File: config.mk
export PLATFORM = sky130hd
export DESIGN_NAME = ordered_int_sequence_store_core
export DESIGN_NICKNAME = d
export VERILOG_FILES = /design/src/hdl/oiss_pkg.sv /design/src/hdl/oiss_ctrl.sv /design/src/hdl/oiss_dp.sv /design/src/hdl/ordered_int_sequence_store_core.sv
export SDC_FILE = /design/constraint.sdc
export NUM_CORES = 2
export LEC_CHECK = 0
export ABC_AREA = 1
export BUFFER_PORTS_ARGS = -buffer_cell sky130_fd_sc_hd__buf_2
export CAP_MARGIN = 25
export CORE_MARGIN = 1
export CORE_UTILIZATION = 57
export DETAILED_ROUTE_END_ITERATION = 8
export PLACE_DENSITY_LB_ADDON = 0.12
export SYNTH_ARGS = -nofsm -noshare
export SYNTH_HDL_FRONTEND = slang
export SYNTH_SLANG_ARGS = --single-unit
File: constraint.sdc
create_clock -name clk_i -period 5.7 [get_ports clk_i]
set_clock_uncertainty 0.1 [all_clocks]
set_input_delay 0 -clock clk_i [delete_from_list [all_inputs] [get_ports clk_i]]
set_output_delay 0 -clock clk_i [all_outputs]
set_load 0.02 [all_outputs]
File: src/hdl/oiss_pkg.sv
// Shared types, constants and helpers for the ordered integer sequence store.
// Used by the controller, the datapath, the top level and the checker.
// Depends on nothing else.
package oiss_pkg;

  // Storage geometry.
  localparam int CAPACITY  = 64;
  localparam int CAP_W     = $clog2(CAPACITY);
  localparam int CNT_W     = $clog2(CAPACITY + 1);
  localparam int SUM_W     = CNT_W + 1;

  // Fixed field widths of the beat ports.
  localparam int DATA_W    = 32;
  localparam int OPC_W     = 4;
  localparam int POS_W     = 7;
  localparam int STAT_W    = 2;
  localparam int CNT_OUT_W = 7;
  localparam int CMP_W     = (CNT_W > POS_W) ? CNT_W : POS_W;

  // Operation codes.
  typedef enum logic [OPC_W-1:0] {
    OP_QUERY      = 4'd0,
    OP_PUSH_FRONT = 4'd1,
    OP_PUSH_BACK  = 4'd2,
    OP_POP_FRONT  = 4'd3,
    OP_POP_BACK   = 4'd4,
    OP_CLEAR      = 4'd5,
    OP_REMOVE_EQ  = 4'd6,
    OP_INSERT_AT  = 4'd7,
    OP_CONTAINS   = 4'd8
  } opcode_e;

  // Result status codes.
  typedef enum logic [STAT_W-1:0] {
    STS_DONE  = 2'd0,
    STS_FULL  = 2'd1,
    STS_EMPTY = 2'd2
  } status_e;

  // Controller states.
  typedef enum logic [1:0] {
    CS_IDLE,
    CS_FETCH,
    CS_STEP
  } ctrl_state_e;

  // Commands from the controller to the datapath.
  typedef struct packed {
    logic accept;  // take the beat and apply the part of it done at accept
    logic fetch;   // load the freshly read front or back entry
    logic step;    // one walk step: issue a read, handle the previous one
    logic finish;  // close a walk: insert write and count update, or remove count update
  } dp_cmd_t;

  // Status from the datapath to the controller.
  typedef struct packed {
    logic empty;
    logic full;
    logic ins_mid;    // insert position falls strictly inside the store
    logic step_done;  // walk has issued and handled every read
  } dp_stat_t;

  // Physical slot of a logical position in the circular buffer.
  function automatic logic [CAP_W-1:0] phys_addr(logic [CAP_W-1:0] base,
                                                 logic [CNT_W-1:0] ofs);
    logic [SUM_W-1:0] sum;
    sum = SUM_W'(base) + SUM_W'(ofs);
    if (sum >= SUM_W'(CAPACITY)) begin
      sum = sum - SUM_W'(CAPACITY);
    end
    return sum[CAP_W-1:0];
  endfunction

endpackage

File: src/hdl/oiss_ctrl.sv
// Controller state machine of the ordered integer sequence store.
// Sequences the datapath through accept, fetch and walk steps.
// Depends on oiss_pkg.
module oiss_ctrl import oiss_pkg::*; (
  input  logic             clk_i,
  input  logic             rst_ni,
  input  logic             start,
  input  logic [OPC_W-1:0] opcode_i,
  input  dp_stat_t         stat_i,
  output dp_cmd_t          cmd_o,
  output logic             busy,
  output logic             done_o
);

  ctrl_state_e state_q, state_d;
  logic        done_q, done_d;
  logic        is_pop, is_walk, is_ins;

  // State and result strobe registers.
  always_ff @(posedge clk_i or negedge rst_ni) begin
    if (!rst_ni) begin
      state_q <= CS_IDLE;
      done_q  <= 1'b0;
    end else begin
      state_q <= state_d;
      done_q  <= done_d;
    end
  end

  // Decode of the incoming operation.
  assign is_pop  = (opcode_i == OP_POP_FRONT) || (opcode_i == OP_POP_BACK);
  assign is_walk = (opcode_i == OP_REMOVE_EQ) || (opcode_i == OP_CONTAINS);
  assign is_ins  = (opcode_i == OP_INSERT_AT);

  // Next state and commands.
  always_comb begin
    state_d = state_q;
    done_d  = 1'b0;
    cmd_o   = '0;
    unique case (state_q)
      CS_IDLE: begin
        if (start) begin
          cmd_o.accept = 1'b1;
          if (is_pop && !stat_i.empty) begin
            state_d = CS_FETCH;
          end else if ((is_walk && !stat_i.empty) ||
                       (is_ins && !stat_i.full && stat_i.ins_mid)) begin
            state_d = CS_STEP;
          end else begin
            done_d = 1'b1;
          end
        end
      end
      CS_FETCH: begin
        cmd_o.fetch = 1'b1;
        done_d      = 1'b1;
        state_d     = CS_IDLE;
      end
      CS_STEP: begin
        if (stat_i.step_done) begin
          cmd_o.finish = 1'b1;
          done_d       = 1'b1;
          state_d      = CS_IDLE;
        end else begin
          cmd_o.step = 1'b1;
        end
      end
      default: begin
        state_d = CS_IDLE;
      end
    endcase
  end

  assign busy   = (state_q != CS_IDLE);
  assign done_o = done_q;

endmodule

File: src/hdl/oiss_dp.sv
// Datapath of the ordered integer sequence store: circular entry memory,
// head and count registers, cached front and back values, walk counters.
// Depends on oiss_pkg.
module oiss_dp import oiss_pkg::*; (
  input  logic                     clk_i,
  input  logic                     rst_ni,
  input  logic [OPC_W-1:0]         opcode_i,
  input  logic signed [DATA_W-1:0] data_value_i,
  input  logic [POS_W-1:0]         insert_position_i,
  input  dp_cmd_t                  cmd_i,
  output dp_stat_t                 stat_o,
  output logic [STAT_W-1:0]        status_o,
  output logic [CNT_OUT_W-1:0]     entry_count_o,
  output logic signed [DATA_W-1:0] front_value_o,
  output logic signed [DATA_W-1:0] back_value_o,
  output logic                     is_empty_o,
  output logic                     found_o
);

  // Entry memory, one write and one registered read per cycle.
  logic [DATA_W-1:0] mem [CAPACITY];
  logic              we;
  logic [CAP_W-1:0]  waddr, raddr;
  logic [DATA_W-1:0] wdata, rdata_q;

  // Control registers.
  logic [CAP_W-1:0]  head_q, head_d;
  logic [CNT_W-1:0]  count_q, count_d;
  logic [STAT_W-1:0] status_q, status_d;
  logic              found_q, found_d;
  logic              pend_q, pend_d;
  logic [OPC_W-1:0]  op_q, op_d;

  // Payload registers.
  logic [DATA_W-1:0] val_q, val_d;
  logic [DATA_W-1:0] front_q, front_d;
  logic [DATA_W-1:0] back_q, back_d;
  logic [CAP_W-1:0]  pos_q, pos_d;
  logic [CNT_W-1:0]  rd_idx_q, rd_idx_d;
  logic [CNT_W-1:0]  end_q, end_d;
  logic [CNT_W-1:0]  wr_idx_q, wr_idx_d;
  logic [CNT_W-1:0]  pend_idx_q, pend_idx_d;

  logic             empty, full, ins_mid, rd_more;
  logic             push_f, push_b;
  logic [CAP_W-1:0] head_m1;

  // Flags derived from the current store.
  assign empty   = (count_q == '0);
  assign full    = (count_q == CNT_W'(CAPACITY));
  assign ins_mid = (insert_position_i != '0) &&
                   (CMP_W'(insert_position_i) < CMP_W'(count_q));
  assign rd_more = (rd_idx_q != end_q);
  assign head_m1 = (head_q == '0) ? CAP_W'(CAPACITY - 1) : head_q - 1'b1;

  assign stat_o.empty     = empty;
  assign stat_o.full      = full;
  assign stat_o.ins_mid   = ins_mid;
  assign stat_o.step_done = !rd_more && !pend_q;

  // Next-state logic for every register and the memory ports.
  always_comb begin
    head_d     = head_q;
    count_d    = count_q;
    status_d   = status_q;
    found_d    = found_q;
    pend_d     = pend_q;
    op_d       = op_q;
    val_d      = val_q;
    front_d    = front_q;
    back_d     = back_q;
    pos_d      = pos_q;
    rd_idx_d   = rd_idx_q;
    end_d      = end_q;
    wr_idx_d   = wr_idx_q;
    pend_idx_d = pend_idx_q;
    we         = 1'b0;
    waddr      = head_q;
    wdata      = val_q;
    raddr      = head_q;
    push_f     = 1'b0;
    push_b     = 1'b0;

    // New beat: latch operands and apply the part done at accept.
    if (cmd_i.accept) begin
      op_d     = opcode_i;
      val_d    = data_value_i;
      status_d = STS_DONE;
      found_d  = 1'b0;
      pend_d   = 1'b0;
      wr_idx_d = '0;
      unique case (opcode_i)
        OP_PUSH_FRONT: begin
          if (full) status_d = STS_FULL;
          else      push_f   = 1'b1;
        end
        OP_PUSH_BACK: begin
          if (full) status_d = STS_FULL;
          else      push_b   = 1'b1;
        end
        OP_INSERT_AT: begin
          if (full) begin
            status_d = STS_FULL;
          end else if (insert_position_i == '0) begin
            push_f = 1'b1;
          end else if (ins_mid) begin
            pos_d    = CAP_W'(insert_position_i);
            rd_idx_d = count_q - 1'b1;
            end_d    = CNT_W'(insert_position_i) - 1'b1;
          end else begin
            push_b = 1'b1;
          end
        end
        OP_POP_FRONT: begin
          if (empty) begin
            status_d = STS_EMPTY;
          end else begin
            head_d  = phys_addr(head_q, CNT_W'(1));
            count_d = count_q - 1'b1;
            raddr   = phys_addr(head_q, CNT_W'(1));
          end
        end
        OP_POP_BACK: begin
          if (empty) begin
            status_d = STS_EMPTY;
          end else begin
            count_d = count_q - 1'b1;
            if (count_q > CNT_W'(1)) begin
              raddr = phys_addr(head_q, count_q - CNT_W'(2));
            end
          end
        end
        OP_CLEAR: begin
          count_d = '0;
        end
        OP_REMOVE_EQ, OP_CONTAINS: begin
          rd_idx_d = '0;
          end_d    = count_q;
        end
        default: begin
        end
      endcase

      // Pushes at either end write the new value directly.
      if (push_f) begin
        we      = 1'b1;
        waddr   = head_m1;
        wdata   = data_value_i;
        head_d  = head_m1;
        count_d = count_q + 1'b1;
        front_d = data_value_i;
        if (empty) back_d = data_value_i;
      end
      if (push_b) begin
        we      = 1'b1;
        waddr   = phys_addr(head_q, count_q);
        wdata   = data_value_i;
        count_d = count_q + 1'b1;
        back_d  = data_value_i;
        if (empty) front_d = data_value_i;
      end
    end

    // The entry read at accept becomes the new front or back.
    if (cmd_i.fetch) begin
      if (op_q == OP_POP_FRONT) front_d = rdata_q;
      else                      back_d  = rdata_q;
    end

    // Walk step: issue the next read and handle the one before it.
    if (cmd_i.step) begin
      if (rd_more) begin
        raddr      = phys_addr(head_q, rd_idx_q);
        pend_d     = 1'b1;
        pend_idx_d = rd_idx_q;
        if (op_q == OP_INSERT_AT) rd_idx_d = rd_idx_q - 1'b1;
        else                      rd_idx_d = rd_idx_q + 1'b1;
      end else begin
        pend_d = 1'b0;
      end
      if (pend_q) begin
        if (op_q == OP_CONTAINS) begin
          if (rdata_q == val_q) found_d = 1'b1;
        end else if (op_q == OP_REMOVE_EQ) begin
          // Compaction: kept entries slide down to the write index.
          if (rdata_q != val_q) begin
            we       = 1'b1;
            waddr    = phys_addr(head_q, wr_idx_q);
            wdata    = rdata_q;
            wr_idx_d = wr_idx_q + 1'b1;
            back_d   = rdata_q;
            if (wr_idx_q == '0) front_d = rdata_q;
          end
        end else begin
          // Insert: each entry moves one slot toward the back.
          we    = 1'b1;
          waddr = phys_addr(head_q, pend_idx_q + 1'b1);
          wdata = rdata_q;
        end
      end
    end

    // End of a walk.
    if (cmd_i.finish) begin
      if (op_q == OP_INSERT_AT) begin
        we      = 1'b1;
        waddr   = phys_addr(head_q, CNT_W'(pos_q));
        wdata   = val_q;
        count_d = count_q + 1'b1;
      end else if (op_q == OP_REMOVE_EQ) begin
        count_d = wr_idx_q;
      end
    end
  end

  // Entry memory.
  always_ff @(posedge clk_i) begin
    if (we) begin
      mem[waddr] <= wdata;
    end
    rdata_q <= mem[raddr];
  end

  // Control registers.
  always_ff @(posedge clk_i or negedge rst_ni) begin
    if (!rst_ni) begin
      head_q   <= '0;
      count_q  <= '0;
      status_q <= STS_DONE;
      found_q  <= 1'b0;
      pend_q   <= 1'b0;
      op_q     <= OP_QUERY;
    end else begin
      head_q   <= head_d;
      count_q  <= count_d;
      status_q <= status_d;
      found_q  <= found_d;
      pend_q   <= pend_d;
      op_q     <= op_d;
    end
  end

  // Payload registers.
  always_ff @(posedge clk_i) begin
    val_q      <= val_d;
    front_q    <= front_d;
    back_q     <= back_d;
    pos_q      <= pos_d;
    rd_idx_q   <= rd_idx_d;
    end_q      <= end_d;
    wr_idx_q   <= wr_idx_d;
    pend_idx_q <= pend_idx_d;
  end

  // Result fields; front and back read as zero when empty.
  assign status_o      = status_q;
  assign entry_count_o = CNT_OUT_W'(count_q);
  assign front_value_o = empty ? '0 : front_q;
  assign back_value_o  = empty ? '0 : back_q;
  assign is_empty_o    = empty;
  assign found_o       = found_q;

endmodule

File: src/hdl/ordered_int_sequence_store_core.sv
// Top level of the ordered integer sequence store.
// Joins the controller oiss_ctrl and the datapath oiss_dp; uses oiss_pkg.
//
// A beat is taken when start is high and busy is low. Its result appears on
// the result ports for one cycle with done_o high; the receiver cannot stall,
// and a new beat may be started in that same cycle. Query, clear, pushes,
// inserts at either end, and rejected or ignored operations complete from
// the idle state. Pops pass through a fetch state for the memory read of the
// new end entry. Remove-equal and contains walk the stored entries through
// the single memory read port at one entry per cycle. An insert inside the
// store shifts the entries from the position onward one per cycle.
module ordered_int_sequence_store_core import oiss_pkg::*; (
  input  logic                     clk_i,
  input  logic                     rst_ni,
  input  logic                     start,
  output logic                     busy,
  input  logic [OPC_W-1:0]         opcode_i,
  input  logic signed [DATA_W-1:0] data_value_i,
  input  logic [POS_W-1:0]         insert_position_i,
  output logic                     done_o,
  output logic [STAT_W-1:0]        status_o,
  output logic [CNT_OUT_W-1:0]     entry_count_o,
  output logic signed [DATA_W-1:0] front_value_o,
  output logic signed [DATA_W-1:0] back_value_o,
  output logic                     is_empty_o,
  output logic                     found_o
);

  dp_cmd_t  cmd;
  dp_stat_t stat;

  // Sequencing.
  oiss_ctrl u_ctrl (
    .clk_i    (clk_i),
    .rst_ni   (rst_ni),
    .start    (start),
    .opcode_i (opcode_i),
    .stat_i   (stat),
    .cmd_o    (cmd),
    .busy     (busy),
    .done_o   (done_o)
  );

  // Storage and result registers.
  oiss_dp u_dp (
    .clk_i             (clk_i),
    .rst_ni            (rst_ni),
    .opcode_i          (opcode_i),
    .data_value_i      (data_value_i),
    .insert_position_i (insert_position_i),
    .cmd_i             (cmd),
    .stat_o            (stat),
    .status_o          (status_o),
    .entry_count_o     (entry_count_o),
    .front_value_o     (front_value_o),
    .back_value_o      (back_value_o),
    .is_empty_o        (is_empty_o),
    .found_o           (found_o)
  );

endmodule

---- Word-level counts from Yosys, hierarchy flattened ----
Memories as Yosys holds them, arrays and structs flattened. A register that Yosys moved wholly into a read port is not among the register bits.
Index checks and enable logic that the tools add are counted.
cells by class
  mux-type cells .......................... 136
  equality and inequality tests ........... 24
  $add $sub $neg .......................... 23
  $lt $le $gt $ge ......................... 9
  bitwise operators ....................... 2
  reduce and logical (&&, ||, !) cells .... 31
operators by type and width
  kind                   count
  $mux W32               35
  $mux W7                23
  $mux W6                26
  $sub A6 B1 Y6 const B  8
  $pmux W7 S2            3
  $add A6 B7 Y8          5
  $ge A8 B7 Y1 const B   5
  $mux W1                37
  $eq A32 B32 Y1         1
  $ne A32 B32 Y1         1
  $add A7 B1 Y7 const B  4
  $eq A4 B3 Y1 const B   6
  $logic_not A7 Y1       3
  $sub A7 B1 Y7 const B  3
  $ge A7 B7 Y1 const B   2
  $eq A4 B2 Y1 const B   3
  $mux W2                6
  $pmux W6 S2            1
  $reduce_and A5 Y1      2
  $eq A4 B4 Y1 const B   2
  $ne A2 B2 Y1 const B   4
  $pmux W2 S2            2
  $reduce_bool A2 Y1     4
  $add A6 B1 Y7 const B  1
  24 further kinds       38
storage, ports and cells
  output and inout bits ................... 77
  bits in registers ....................... 154
  input bits .............................. 46
  memory bits (writable) .................. 2048
  memories ................................ 1
  word-level logic and storage cells ...... 242
memory list
  memory    words  width  read ports  clocked after memory_dff  write ports  RTL line       RTL
  u_dp.mem  64     32     1           1                         1            oiss_dp.sv:21  logic [DATA_W-1:0] mem [CAPACITY];

---- Longest topological paths before layout ----
  depth after elaboration ................. 18
  gate-level depth with buffers ........... 23
  gate-level depth less buffers ........... 20

---- By module ----
Synthesis repeated with hierarchy kept, for this count alone.
unflattened totals
  cell total of the unflattened synthesis .. 9706
  area total of the unflattened synthesis .. 102094.2 sq um
modules (own cells, without submodules)
  module     cells each  seq. area each (sq um)  times used  area an instance (sq um)
  oiss_dp    9658        65758.1                 1           101831.4
  oiss_ctrl  48          75.1                    1           262.8

---- Least setup slack after synthesis ----
OpenSTA, ideal clock, no wires.
  path kind ............................... reg-to-reg
  start point ............................. register u_dp.count_q[2] (netlist: u_dp.entry_count_o[2])
  end point ............................... memory u_dp.mem[0][0], data pin
  period minus slack after synthesis ...... 5.762 ns
  required time ........................... 4.898 ns
  buffers on the path ..................... 3
  cell stages (with the launch flop) ...... 17
  arrival ................................. 4.960 ns
  library setup time ...................... 0.702 ns
  setup slack ............................. -0.062 ns
  cells stage by stage .................... dfrtp_1 buf_2 inv_1 ha_1 a21oi_1 nand2_1 nand4_1 nand2_1 nand3_1 nand2_1 nand2_1 nand2_2 nand2_2 nand2_1 buf_2 clkbuf_1 o21ai_0
between the ends
  word-level cells in the longest chain between the ends .. 16
  elaborated cells on any way between the ends .. 22
  classes of those cells .................. 1 x order compare; 1 x eq/ne; 19 x mux; 1 x reduce/logical
RTL lines
  element                  RTL line        RTL
  from (decl)              oiss_dp.sv:28   logic [CNT_W-1:0] count_q, count_d;
  from (signal assigned)   oiss_dp.sv:235  count_q <= count_d;
  $lt A7 B7 Y1             oiss_dp.sv:52   (CMP_W'(insert_position_i) < CMP_W'(count_q));
  $logic_and A1 B1 Y1      oiss_dp.sv:51   assign ins_mid = (insert_position_i != '0) &&
  $mux W1                  oiss_dp.sv:106  end else if (ins_mid) begin
  $mux W1                  oiss_dp.sv:104  end else if (insert_position_i == '0) begin
  $mux W1                  oiss_dp.sv:102  if (full) begin
  $pmux W1 S2              oiss_dp.sv:92   unique case (opcode_i)
  $mux W1                  oiss_dp.sv:85   if (cmd_i.accept) begin
  $mux W32 *               oiss_dp.sv:154  if (push_b) begin
  $mux W32 *               oiss_dp.sv:85
  $mux W32                 oiss_dp.sv:186  if (rdata_q != val_q) begin
  $mux W32                 oiss_dp.sv:184  end else if (op_q == OP_REMOVE_EQ) begin
  $mux W32                 oiss_dp.sv:182  if (op_q == OP_CONTAINS) begin
  $mux W32                 oiss_dp.sv:181  if (pend_q) begin
  $mux W32 *               oiss_dp.sv:171  if (cmd_i.step) begin
  $mux W32                 oiss_dp.sv:205  if (op_q == OP_INSERT_AT) begin
  $mux W32 *               oiss_dp.sv:204  if (cmd_i.finish) begin
  named net u_dp.wdata[0]  oiss_dp.sv:24   logic [DATA_W-1:0] wdata, rdata_q;
  to (decl)                oiss_dp.sv:21
The timed path passes the listed nets; every way through them passes the cells marked *. The select of a mux whose other input is x is not followed.

---- Worst setup path after layout ----
  start point ............................. register u_dp.count_q[1] (netlist: u_dp.entry_count_o[1])
  end point ............................... memory u_dp.mem[8][22] (enable)
between the ends
  word-level cells in the longest chain between the ends .. 18
  elaborated cells on any way between the ends .. 38
  classes of those cells .................. 2 x add/sub; 2 x order compare; 1 x eq/ne; 32 x mux; 1 x reduce/logical
RTL lines
  element                        RTL line        RTL
  $lt A7 B7 Y1                   oiss_dp.sv:52
  $logic_and A1 B1 Y1            oiss_dp.sv:51
  $mux W1                        oiss_dp.sv:106
  $mux W1                        oiss_dp.sv:104
  $mux W1                        oiss_dp.sv:102
  $pmux W1 S2                    oiss_dp.sv:92
  $mux W1                        oiss_dp.sv:85
  $mux W1                        oiss_dp.sv:154
  [2 not listed]                 n/a
  $mux W1                        oiss_dp.sv:184
  $mux W1                        oiss_dp.sv:182
  $mux W1                        oiss_dp.sv:181
  $mux W1                        oiss_dp.sv:171
  $mux W1                        oiss_dp.sv:205
  $mux W1                        oiss_dp.sv:204
  $mux W1                        oiss_dp.sv:218  if (we) begin
  $mux W1 (implied by the code)  oiss_dp.sv:219  mem[waddr] <= wdata;
Several ways; a longest one is shown, not always the timed one. The select of a mux whose other input is x is not followed.

==> impl_metrics.toml <==
[worst_setup_path]
timing.rr.end = "u_dp.mem[8][22]"
max_stage_delay_ns = 0.56
cp_cell_sequence = "inv_1, ha_1, nand2_2, inv_2, nand3_2, nand3_1, nand2_1, inv_2, nor2_1, a21oi_1, nand2_1, a31oi_1, a21oi_1, nor2_2, nand3_1, buf_4, nor2_4, buf_4"
rr_worst_depth = 18
cp_data_required_time_ns = 6.14
crit_end = "u_dp.mem[8][22]"
startpoint = "u_dp.entry_count_o[1]"
slowest_stage = "nor2_4"
r2r-start = "u_dp.entry_count_o[1]"
path_max_fanout = 19
crit_arrival_ns = 5.55
worst_setup_path_end_kind = "flop"
critPathLaunchType = "flop"
path_delay_family = "simple AND/OR/NAND/NOR gates"
cp.depth = 18
reg2reg_setup_slack_ns = 0.59
path_buf_inv = 5
path_class = "reg2reg"

[logic_synthesis]
yosys_warnings = 0
yosys.area_share.simple_pct = 23.9
ys_types = 57
synthMuxAreaShare_pct = 0.00986
synthCells = 9628
synth-xor-area-share_pct = 0.466
synth-seq-cells = 2233
syn-num-nets = 9734
synth_seq_area_share_pct = 64.9
synth.avg_cell_area_um2 = 10.5
synth-compound-area-share_pct = 2.02
synth_edf_count = 2099
async_reset_ff_share_pct = 1.07
ys.flop_type = "edfxtp_1"
synth.area.top_cells = "edfxtp_1, nand3_1, nand2_1"
yosys.area_share.adder_pct = 0.792
synth_top_family_by_area = "simple AND/OR/NAND/NOR gates"
yosysTopAreaCell = "edfxtp_1"
syn_area_um2 = 101000
synth_top_area_share_pct = 62.1
synth_common_cells = "nand3_1, edfxtp_1, nand2_1"
yosysMostFrequentCell = "nand3_1"

[timing]
holdWs_ns = 0.0471
relSlewSlack_pct = 24.7
slew_viol_final = 0
rsz0062_at_grt = "no"
setup_ws_ns = 0.595
max_freq_mhz = 196
finalCriticalPeriod_ns = 5.11
finalSetupViolCount = 0
fin_crit_sh_pct = 89.6
hold_viol = 0
tightest_slew_ns = 1.13

[global_route]
gr-total-overflow = 0
antenna_found_initial = 9
grt_max_degree = 189
first_global_vias = 70200
grt_pass1_wl_mm = 466
grt_use_total_pct = 35.3

[floorplanning]
die_y_um = 424
die_area_um2 = 180000
rows = 154
die_x_um = 424
pin_count = 123
start_util_pct = 57.5
core_um2 = 176000

[clocking]
clkLatencyLatePin_ns = 0.89
post_cts_buffers = 0
cts_tree = "yes"
clk_pin_slew_ns = 0.06
cts.sinks = 2233
clk_path_buf_depth = 3
cts_resized = 0
cts-root-buf = "clkbuf_16"
cts-htree-levels = 4
cts_made_buffers = 225

[placed_design]
gp_congestion = 0.905
numPortBuffers = 122
place_hpwl_mm = 185
post-place-ws_ns = 0.689

[detailed_routing]
vias_per_cell = 6.04
antenna_left = 0
via_count = 74200
wirelength_mm = 320
drc = 8
drt_first_pass_iters = 9
drtIter0Drc = 10100
routedWlPerCell_um = 26.1

[final_layout]
final_layout_size_suffix_gt1_share_pct = 8.74
fin_nets = 9850
syn_to_final_growth_pct = 13.4
utilization_pct = 65.2
fill_cells = 13500
diodes = 0

[run_status]
status = "complete, but fails checks"
violations = "DRC"

[hold_path]
hold_class = "in2async"

[flow_run]
drv_cap = 0
[cell usage in the layout (no fill, tap or decap), drive strengths merged, types with 3 or more instances in the layout]
| master | synthesis | layout |
|---|---|---|
| nand3b | 766 | 766 |
| a22oi | 5 | 5 |
| nand3 | 2262 | 2262 |
| o21bai | 3 | 3 |
| xor2 | 33 | 33 |
| o211ai | 35 | 35 |
| nand4 | 24 | 24 |
| nand2 | 1584 | 1584 |
| and2 | 3 | 3 |
| o21ai | 194 | 194 |
| dlygate4sd3 | 0 | 96 |
| or2 | 7 | 7 |
| bufinv | 0 | 17 |
| clkbuf | 230 | 285 |
| o31ai | 3 | 3 |
| nor3 | 11 | 11 |
| ha | 53 | 53 |
| nor2 | 233 | 233 |
| o221ai | 4 | 4 |
| inv | 1404 | 1412 |
| edfxtp | 2099 | 2099 |
| xnor2 | 21 | 21 |
| dfxtp | 110 | 110 |
| o22ai | 9 | 9 |
| buf | 387 | 410 |
| fa | 7 | 7 |
| clkinvlp | 0 | 3 |
| clkinv | 3 | 110 |
| a21oi | 92 | 92 |
| dfrtp | 24 | 24 |
| a31oi | 5 | 5 |
[cell families (layout without fill, tap and decap cells)]
| family | count (synthesis) | count (layout) |
|---|---|---|
| flip-flops | 2233 | 2233 |
| XOR/XNOR | 54 | 54 |
| AO/OA/AOI/OAI | 363 | 363 |
| AND/OR/NAND/NOR | 4893 | 4893 |
| adder cells (fa/ha/maj) | 60 | 60 |
| multiplexers | 1 | 1 |
| buffers and inverters | 2024 | 2333 |
[registers in the layout, summed over array words and instances (netlist names), 4 cells and up]
| register | cells |
|---|---|
| u_dp.mem | 2048 |
| u_dp.back_q | 32 |
| u_dp.front_q | 32 |
| u_dp.rdata_q | 32 |
| u_dp.val_q | 32 |
| u_dp.end_q | 7 |
| u_dp.entry_count_o | 7 |
| u_dp.rd_idx_q | 7 |
| u_dp.wr_idx_q | 7 |
| u_dp.head_q | 6 |
| u_dp.pend_idx_q | 6 |
| u_dp.pos_q | 6 |
| u_dp.op_q | 4 |
[worst min path at each step]
| stage | depth (start not counted) | end | slack (ns) |
|---|---|---|---|
| after floorplan | 0 | u_ctrl.done_o | -0.40 |
| after global placement | 1 | u_dp.status_o[1] | -0.01 |
| after detailed placement | 1 | u_dp.status_o[1] | -0.01 |
| after CTS | 4 | u_dp.head_q[5] | 0.0006 |
| after global routing | 3 | u_dp.end_q[0] | 0.06 |
| final | 4 | u_dp.status_o[1] | 0.05 |
[tightest hold or removal path: cells and delay by family]
kind     cells  cell delay (ns)
buf+inv      4             1.38
[metal layers]
layer	global-route usage (%)	vias to the layer above	routed length [um]
met5	0	-	34
li1	-	33100	-
met3	6.41	727	32800
met1	48.3	36200	124000
met2	54.5	4145	147000
met4	17.9	4	17300
[timing repair]
action                                   CTS  global route
hold buffers                              97             0
hold endpoints to repair                1028             0
endpoints found under the setup margin     0             0
[stage by stage]
step           instance area (um^2)  TNS (ns)  instances
3_5_place_dp                 107000         0      11800
4_1_cts                      115000         0      12300
6_report                     115000         0      12300
3_3_place_gp                 107000         0      11800
2_1_floorplan                101000    -86.68       9628
5_1_grt                      115000         0      12300
[final cells by class]
class	count	area, um^2	share of cell area [%]
Clock inverter	135	1120	0.975
Tap cell	2340	2930	2.55
Timing Repair Buffer	506	5340	4.64
Multi-Input combinational cell	5371	28500	24.8
Inverter	1407	5290	4.60
Clock buffer	285	6000	5.22
Sequential cell	2233	65800	57.2
Power is left out: the tool's default activity adds up to more than one toggle a clock period on the data nets, which glitch-free logic cannot reach.
